[src/rtl/vn3_pkg.sv]
`default_nettype none
package vn3_pkg;

  localparam int FRAC_BITS   = 16;
  localparam int COORD_W     = 32;
  localparam int CORNER_FRAC = 30;
  localparam int OUT_FRAC    = 16;
  localparam int OUT_W       = 18;
  localparam int HASH_W      = 31;
  localparam int CORNER_W    = 32;
  localparam int NUM_CORNERS = 8;
  localparam int NUM_AXES    = 3;
  localparam int NUM_STAGES  = 10;
  localparam int IN_TDATA_W  = 3 * COORD_W;
  localparam int OUT_TDATA_W = ((OUT_W + 7) / 8) * 8;

  localparam logic [31:0] HASH_MUL_Y = 32'd57;
  localparam logic [31:0] HASH_MUL_Z = 32'd131;
  localparam int          HASH_SHIFT = 13;

  localparam logic [HASH_W-1:0] HASH_C1 = HASH_W'(15731);
  localparam logic [HASH_W-1:0] HASH_C2 = HASH_W'(789221);
  localparam logic [HASH_W-1:0] HASH_C3 = HASH_W'(1376312589);

  typedef logic [FRAC_BITS-1:0]       frac_t;
  typedef logic [HASH_W-1:0]          hash_t;
  typedef logic signed [CORNER_W-1:0] corner_t;

  typedef struct packed {
    logic en_sq;
    logic en_lin;
    logic en_fin;
  } hash_ctl_t;

  typedef struct packed {
    logic en_mul;
    logic en_sum;
  } lerp_ctl_t;

endpackage
`default_nettype wire

[src/rtl/vn3_hash.sv]
`default_nettype none
module vn3_hash
  import vn3_pkg::*;
(
  input  wire       clk_i,
  input  hash_ctl_t ctl_i,
  input  hash_t     n_i,
  output corner_t   corner_o
);

  hash_t   n1_q, nn_q, n2_q, t_q;
  hash_t   m;
  corner_t corner_q;

  // n*n
  always_ff @(posedge clk_i) begin
    if (ctl_i.en_sq) begin
      n1_q <= n_i;
      nn_q <= n_i * n_i;
    end
  end

  // n*n*15731 + 789221
  always_ff @(posedge clk_i) begin
    if (ctl_i.en_lin) begin
      n2_q <= n1_q;
      t_q  <= nn_q * HASH_C1 + HASH_C2;
    end
  end

  assign m = n2_q * t_q + HASH_C3;

  // corner = 1.0 - m / 2^30
  always_ff @(posedge clk_i) begin
    if (ctl_i.en_fin) begin
      corner_q <= corner_t'(64'sd1 <<< CORNER_FRAC) - $signed({1'b0, m});
    end
  end

  assign corner_o = corner_q;

endmodule
`default_nettype wire

[config.mk]
export PLATFORM = sky130hd
export DESIGN_NAME = vn3_hash
export DESIGN_NICKNAME = d
export VERILOG_FILES = /design/src/rtl/vn3_pkg.sv /design/src/rtl/vn3_hash.sv
export SDC_FILE = /design/constraint.sdc
export NUM_CORES = 2
export LEC_CHECK = 0
export ABC_AREA = 1
export BUFFER_PORTS_ARGS = -buffer_cell sky130_fd_sc_hd__buf_2
export CELL_PAD_IN_SITES_DETAIL_PLACEMENT = 1
export CELL_PAD_IN_SITES_GLOBAL_PLACEMENT = 2
export CORE_ASPECT_RATIO = 0.6
export CORE_MARGIN = 5
export CORE_UTILIZATION = 37
export DETAILED_ROUTE_END_ITERATION = 7
export GPL_ROUTABILITY_DRIVEN = 0
export PLACE_DENSITY_LB_ADDON = 0.1
export SLEW_MARGIN = 20
export SYNTH_ARGS = -nofsm -noshare
export SYNTH_HDL_FRONTEND = slang
export SYNTH_SLANG_ARGS = --single-unit
[constraint.sdc]
create_clock -name clk_i -period 7.1 [get_ports clk_i]
set_input_delay 1.42 -clock clk_i [delete_from_list [all_inputs] [get_ports clk_i]]
set_output_delay 1.42 -clock clk_i [all_outputs]
set_load 0.05 [all_outputs]
==> impl_results.md <==
- Status: finished with violations
- Failing checks: negative setup slack
- Final worst-path cycle share: 1.021
- Register area: 0.004594 sq mm
- Pre-Repair DR Iteration Count: 7
- Post-synth top flop: edfxtp_1
- I/O Buffers: 66
- Row cnt: 95
- Dpl hpwl: between 100000 and 150000 um
- Actual slew at the worst max-slew pin: about 0.89 ns
- Slowest stage delay, CP: ~0.72 ns
- Register area share after synthesis: 0.1093
- Synth async-reset ratio: 0
- Nets: a little under 7000
- Most used cell along the critical path: fa_1
- Via count: 32956
- Final Cell Area: around 0.05 sq mm
- Post-synth EDFFs: 153
- Initial core utilization: 0.3741
- TNS Setup: -0.8929 ns
- Max frequency: 0.1380 GHz
- First-pass GRT wire length: approximately 220000 um
- Startpoint Class: flop
- Layout cells sized above 1: 0.1995
- Slowest stage cell, crit path: fa_1
- R2R cell count: 26
- Gr ovfl total: 0
- Yosys Warn Count: 0
- Total CTS buffers: 17
- Gr usage total: 0.2411
- WP depth: 26
- WP data arrival: 7.49 ns
- Register bit count reported by yosys: approximately 150
- Final WS setup: -0.1489 ns
- Post-Route WL: between 100000 and 150000 um
- Io pins: 67
- Unique masters post-synth: 44
- DRT iter0 DRCs: around 1800
- Commonest non-fill, non-tap cell in the layout: inv_1
- CP Buf/Inv Count: 10
- Largest net degree at the start of global routing: 62
- Die extent in x: between 400 and 500 um
- Fin crit period: around 7.2 ns
- Commonest cells after routing, fill and taps aside: 1619 x inv_1, 1083 x nand2_1, 800 x fa_1
- CTS Hold Bufs: 0
- Worst Skew: approximately 0.022 ns
- Syn Std Cell Area: around 0.042 sq mm
- Unrepaired setup endpoints after global routing: yes
- Setup violations, final: 10
- Die ar.: between 0.1 and 0.15 sq mm
- Worst Path Max Fanout: 7
- Number of global-route vias before repair: ~36000
- Post-DRT Antenna Nets: 0
- DRC errors left: 0
- Via density: 4.623
- Clock Latency Late Sink: about 0.49 ns
- Chip height: about 270 um
- Initial antenna violation count: 8
- CTS clock-pin slew for the worst setup and hold paths: about 0.07 ns
- CTS tree: built
- Layout area overhead: 22.27%
- Mapped Cells: around 5000
- CTS max path bufs: 2
- CP endpoint kind: flop
- Clk root buf: clkbuf_16
- CTS sink count: roughly 150
- Multi-input gate area: 0.03216 sq mm
- Fill count: 13271
- Crit path kind: flop to flop
- H-Tree Depth: 4
- Worst endpoint required time: 7.34 ns
- Max cap viols: 0
- Max Slew Vio Count: 0
- Final Hold Fails: 0
- CP top delay family: adder cells
- Placed cell area: approximately 0.049 sq mm
- Relative max-transition margin: 0.4038
- Worst Hold Class: flop to flop
- Syn avg cell area: slightly above 8 sq um
- Core region area: about 0.11 sq mm
- Drt wl/cell: approximately 20 um
- Hold depth: 0
[cells in the mapped netlist, drive strengths merged, types with 10 or more instances]
cell type / n / area, sq um
a21oi: 85 / 429.2
buf: 48 / 214.0
clkbuf: 90 / 337.8
edfxtp: 153 / 4594
fa: 862 / 17260
ha: 392 / 4905
inv: 1692 / 6351
nand2: 1204 / 4577
nand3: 129 / 675.7
nand3b: 10 / 75.07
nand4: 34 / 231.5
nor2: 126 / 545.5
nor3: 15 / 80.08
o21ai: 33 / 165.1
xnor2: 61 / 541.8
xor2: 87 / 762.0
[what timing repair did]
item | in CTS | in global routing
gates cloned | 1 | 2
gates resized for setup | 274 | 228
pin swaps | 180 | 156
setup endpoints to repair | 28 | 35
setup buffers | 27 | 27
[final cells by class]
| class | count | area share |
|---|---|---|
| multi-input combinational | 3079 | 0.6259 |
| inverter | 1692 | 0.1236 |
| timing repair buffer | 668 | 0.1126 |
| sequential | 153 | 0.08941 |
| tap | 1503 | 0.03660 |
| clock buffer | 17 | 0.008279 |
| clock inverter | 15 | 0.003458 |
| antenna | 2 | 0.00009740 |
[final timing paths]
check / slack (ns) / end / from
worst min-delay path: 0.42 / n2_q[2] / n1_q[2]
worst min register to register: 0.42 / n2_q[2] / n1_q[2]
worst max-delay path: -0.15 / corner_o[30] / n2_q[12]
worst max register to register: -0.15 / corner_o[30] / n2_q[12]
[registers in the layout (all words and copies together) (netlist names)]
signal	count
n1_q	31
n2_q	31
t_q	30
corner_o	32
nn_q	29
[layer usage]
layer / share of wire / up-vias / GRT usage
met3: 0.055 / 62 / 0.04299
li1: - / 15460 / -
met2: 0.40 / 584 / 0.3352
met4: 0.010 / 0 / 0.02609
met1: 0.54 / 16850 / 0.3956
met5: 0 / - / 0
[metrics by stage]
stage / util / hold WS (ns) / cells / worst slack, ns
6_report: 0.4575 / 0.4223 / 7129 / -0.1489
5_1_grt: 0.4575 / 0.4230 / 7129 / -0.4507
4_1_cts: 0.4484 / 0.4239 / 7099 / -0.2362
3_5_place_dp: 0.4326 / 0.4066 / 7039 / -0.7697
3_3_place_gp: 0.4326 / 0.4026 / 7039 / -0.6550
2_1_floorplan: - / 0.4003 / 5062 / -0.1602
[cells by family after synthesis]
group	share of synthesized area
flops	0.1093
xor+xnor	0.03102
other cells	0.0001787
fa+ha+maj	0.5273
buf+inv	0.1643
simple gates	0.1492
compound gates	0.01867
Power is not shown: default switching activity piles up to over one toggle a cycle in this logic, so the estimate is an artifact.
