`src/rtl/vn3_pkg.sv`:
```
`default_nettype none
package vn3_pkg;

  localparam int FRAC_BITS   = 16;
  localparam int COORD_W     = 32;
  localparam int CORNER_FRAC = 30;
  localparam int OUT_FRAC    = 16;
  localparam int OUT_W       = 18;
  localparam int HASH_W      = 31;
  localparam int CORNER_W    = 32;
  localparam int NUM_CORNERS = 8;
  localparam int NUM_AXES    = 3;
  localparam int NUM_STAGES  = 10;
  localparam int IN_TDATA_W  = 3 * COORD_W;
  localparam int OUT_TDATA_W = ((OUT_W + 7) / 8) * 8;

  localparam logic [31:0] HASH_MUL_Y = 32'd57;
  localparam logic [31:0] HASH_MUL_Z = 32'd131;
  localparam int          HASH_SHIFT = 13;

  localparam logic [HASH_W-1:0] HASH_C1 = HASH_W'(15731);
  localparam logic [HASH_W-1:0] HASH_C2 = HASH_W'(789221);
  localparam logic [HASH_W-1:0] HASH_C3 = HASH_W'(1376312589);

  typedef logic [FRAC_BITS-1:0]       frac_t;
  typedef logic [HASH_W-1:0]          hash_t;
  typedef logic signed [CORNER_W-1:0] corner_t;

  typedef struct packed {
    logic en_sq;
    logic en_lin;
    logic en_fin;
  } hash_ctl_t;

  typedef struct packed {
    logic en_mul;
    logic en_sum;
  } lerp_ctl_t;

endpackage
`default_nettype wire

```
`src/rtl/vn3_lerp.sv`:
```
`default_nettype none
module vn3_lerp
  import vn3_pkg::*;
(
  input  wire       clk_i,
  input  lerp_ctl_t ctl_i,
  input  corner_t   a_i,
  input  corner_t   b_i,
  input  frac_t     w_i,
  output corner_t   y_o
);

  localparam int PROD_W = CORNER_W + 1 + FRAC_BITS + 1;

  logic signed [CORNER_W:0]   diff;
  logic signed [PROD_W-1:0]   prod_d, prod_q;
  logic signed [PROD_W-1:0]   sum;
  corner_t                    a_q, y_q;

  // a + floor((b-a)*w / 2^F) equals floor((a*(1-w) + b*w) / 2^F)
  assign diff   = $signed({b_i[CORNER_W-1], b_i}) - $signed({a_i[CORNER_W-1], a_i});
  assign prod_d = PROD_W'(diff) * PROD_W'($signed({1'b0, w_i}));

  always_ff @(posedge clk_i) begin
    if (ctl_i.en_mul) begin
      prod_q <= prod_d;
      a_q    <= a_i;
    end
  end

  assign sum = PROD_W'(a_q) + (prod_q >>> FRAC_BITS);

  always_ff @(posedge clk_i) begin
    if (ctl_i.en_sum) begin
      y_q <= sum[CORNER_W-1:0];
    end
  end

  assign y_o = y_q;

endmodule
`default_nettype wire
```
`config.mk`:
```
export PLATFORM = sky130hd
export DESIGN_NAME = vn3_lerp
export DESIGN_NICKNAME = d
export VERILOG_FILES = /design/src/rtl/vn3_pkg.sv /design/src/rtl/vn3_lerp.sv
export SDC_FILE = /design/constraint.sdc
export NUM_CORES = 1
export LEC_CHECK = 0
export BUFFER_PORTS_ARGS = -buffer_cell sky130_fd_sc_hd__buf_2
export CAP_MARGIN = 10
export CORE_ASPECT_RATIO = 0.5
export CORE_MARGIN = 1
export CORE_UTILIZATION = 65
export CTS_CLUSTER_DIAMETER = 60
export DETAILED_ROUTE_END_ITERATION = 10
export HOLD_SLACK_MARGIN = 0.1
export PLACE_DENSITY = 0.87
export SETUP_SLACK_MARGIN = 0.15
export SLEW_MARGIN = 20
export SYNTH_ARGS = -nofsm -noshare
export SYNTH_HDL_FRONTEND = slang
export SYNTH_SLANG_ARGS = --single-unit
```
`constraint.sdc`:
```
create_clock -name clk_i -period 12.4 [get_ports clk_i]
set_input_delay 1.24 -clock clk_i [delete_from_list [all_inputs] [get_ports clk_i]]
set_output_delay 1.24 -clock clk_i [all_outputs]
set_load 0.02 [all_outputs]
```
==> impl_metrics.csv <==
group,metric,value,unit
sta,drv_slew,0,
yosys,synth_top_area_share,42.4,%
die,row_count,48,
die,die_area,36500,um^2
sta,worst_slew_pin_slew,1.13,ns
global_routing,first_global_vias,18900,
yosys,ys_types,58,
yosys,synth_fp_nets,3203,
global_routing,busiest_layer,"met2",
setup_path,critPathArrivalTime,10.82,ns
drt,finalWirelength,55600,um
yosys,synth_edf_count,96,
yosys,async_reset_ff_share,0,%
drt,viasPerCell,5.71,
setup_path,cp_common_cell,"fa_1",
drt,vias,17100,
yosys,synth_area_leaders,"fa_1 42%, edfxtp_1 12%, inv_1 10%",
yosys,yosysWarnings,0,
clock_tree,cts_buffers,9,
yosys,avgSynthCellArea,9.45,um^2
sta,timing.setup.tns,0,ns
clock_tree,ctsHtreeMaxLevel,3,
placement,gp_congestion,0.922,
yosys,ys_seq_area_share,12.4,%
setup_path,worst-setup-path-type,"in2reg",
sta,worst_clock_skew,0.00530,ns
setup_path,endpoint_kind,"register",
global_routing,grt_usage,32.4,%
die,initial_core_util,66.7,%
global_routing,gr-usage-met2,57.7,%
sta,period_share,86.3,%
hold_path,worstHoldPathType,"reg2reg",
clock_tree,clk_transition_reported_paths,0.07,ns
run_status,status,"complete, no violations",
drt,drt_first_pass_iters,5,
sta,rsz0062_at_grt,"false",
sta,slew_headroom,24.3,%
drt,drt_first_iter_violations,1227,
finish,layout-drive-gt1-share,7.24,%
setup_path,critPathLaunchType,"input pin",
finish,nets,3271,
die,die_w,269,um
finish,final_cell_mix,"627 x inv_1, 491 x fa_1, 305 x nand2_1",
setup_path,required,12.52,ns
global_routing,antenna_found_initial,0,
placement,dpl.hpwl,42000,um
sta,layout_min_cycle_time,10.70,ns
global_routing,grt_overflow_total,0,
yosys,syn_inst,2454,
clock_tree,clock_path_buffers,2,
clock_tree,cts_tree,"done",
clock_tree,clock_latency,0.36,ns
yosys,ys.flop_type,"edfxtp_1",
die,io_pins,115,
global_routing,grtUsageMet3,5.44,%
setup_path,cp_top_family,"adder cells",
clock_tree,cts_root_buffer,"clkbuf_16",
job,drv_cap,0,
setup_path,path_max_fanout,16,
sta,setup_viol,0,
finish,final_common_cell,"inv_1",
yosys,ys_ff_latch,96,
drt,ant_nets,0,
yosys,synth_largest_area_cell,"fa_1",
sta,timing.hold.ws,0.564,ns
setup_path,cp_slowest_cell,"fa_1",
clock_tree,cts_hold_buffers,0,
clock_tree,post_cts_resize_count,0,
setup_path,slowest_delay,0.70,ns
sta,fmax,93.5,MHz
drt,avgRoutedWirePerCell,18.5,um
placement,portBuffers,114,
sta,finalHoldViolations,0,
finish,layout-area-overhead-vs-synth,6.14,%
clock_tree,post-cts-setup-buffers,0,
drt,drc,0,
global_routing,grt_max_degree,65,
clock_tree,clock-sinks,96,
yosys,netlist_area,23200,um^2
die,die_y,136,um
finish,fin_util,70.8,%
setup_path,crit_buf_inv,5,
global_routing,grt_pass1_wl,91700,um
global_routing,grt_util_met1,39.2,%
die,core_region_area,34800,um^2
-- cell usage after synthesis, types with 12 or more instances --
cell type	n
xor2_1	30
edfxtp_1	96
a21oi_1	62
o21bai_1	12
nor2_1	42
inv_1	627
and2_1	234
o21ai_0	31
o21a_1	12
nand3_1	16
ha_1	175
a21o_1	34
clkbuf_1	79
nand2b_1	17
fa_1	491
nand2_1	305
xnor2_1	65
nor2b_1	31
-- area by class of cell --
type	count	area [um^2]
multi-input combinational	1649	17700
fill	2444	10200
sequential	96	2880
inverter	627	2350
timing repair buffer	139	758
tap	475	594
clock buffer	9	225
clock inverter	7	48.8
antenna	1	2.50
-- path summary, 6_finish.rpt --
kind | from | endpoint | slack (ns) | cells past startpoint
max | a_i[0] | prod_q[47] | 1.70 | 36
min | prod_q[16] | y_o[0] | 0.56 | 1
max reg2reg | a_q[0] | y_o[28] | 8.55 | 15
min reg2reg | prod_q[16] | y_o[0] | 0.56 | 1
-- through the flow --
stage	area [um^2]	setup WS, ns	instances
4_1_cts	24600	1.77	3002
5_1_grt	24600	1.28	3002
2_1_floorplan	23200	2.54	2454
3_3_place_gp	24300	1.70	2986
6_report	24600	1.70	3003
3_5_place_dp	24300	1.47	2986
-- state kept, by name, summed over array words and instances, names as in the netlist --
register / cells
a_q: 32
y_o: 32
prod_q: 32
-- worst reg2reg max path, cell delays in order (launching register included) --
cell and delay, ns:
edfxtp_1 0.39, ha_1 0.21, inv_1 0.08, fa_1 0.20, inv_1 0.05, a21oi_1 0.12, o21ai_0 0.13, a21oi_1 0.25
o21ai_0 0.17, a41o_1 0.29, o41a_1 0.38, a31o_2 0.29, a21oi_1 0.47, o21ai_0 0.18, a211oi_1 0.31, nor2_1 0.08
-- cells by family (layout without fill, tap and decap cells) --
kind of cell | Yosys count | in the layout | synth area share, %
flops | 96 | 96 | 12.4
fa+ha+maj | 666 | 666 | 51.8
xor+xnor | 96 | 96 | 3.66
other cells | 0 | 1 | 0
buf+inv | 709 | 782 | 11.5
compound gates | 209 | 209 | 6.04
simple gates | 677 | 677 | 14.5
mux | 1 | 1 | 0.0432
-- metal layers --
layer,share of wire [%],up-vias
met2,51,821
li1,-,7425
met5,0,-
met1,37,8650
met4,4.6,0
met3,8.1,240
Power is left out: the tool's default activity adds up to more than one toggle a clock period on the data nets, which glitch-free logic cannot reach.
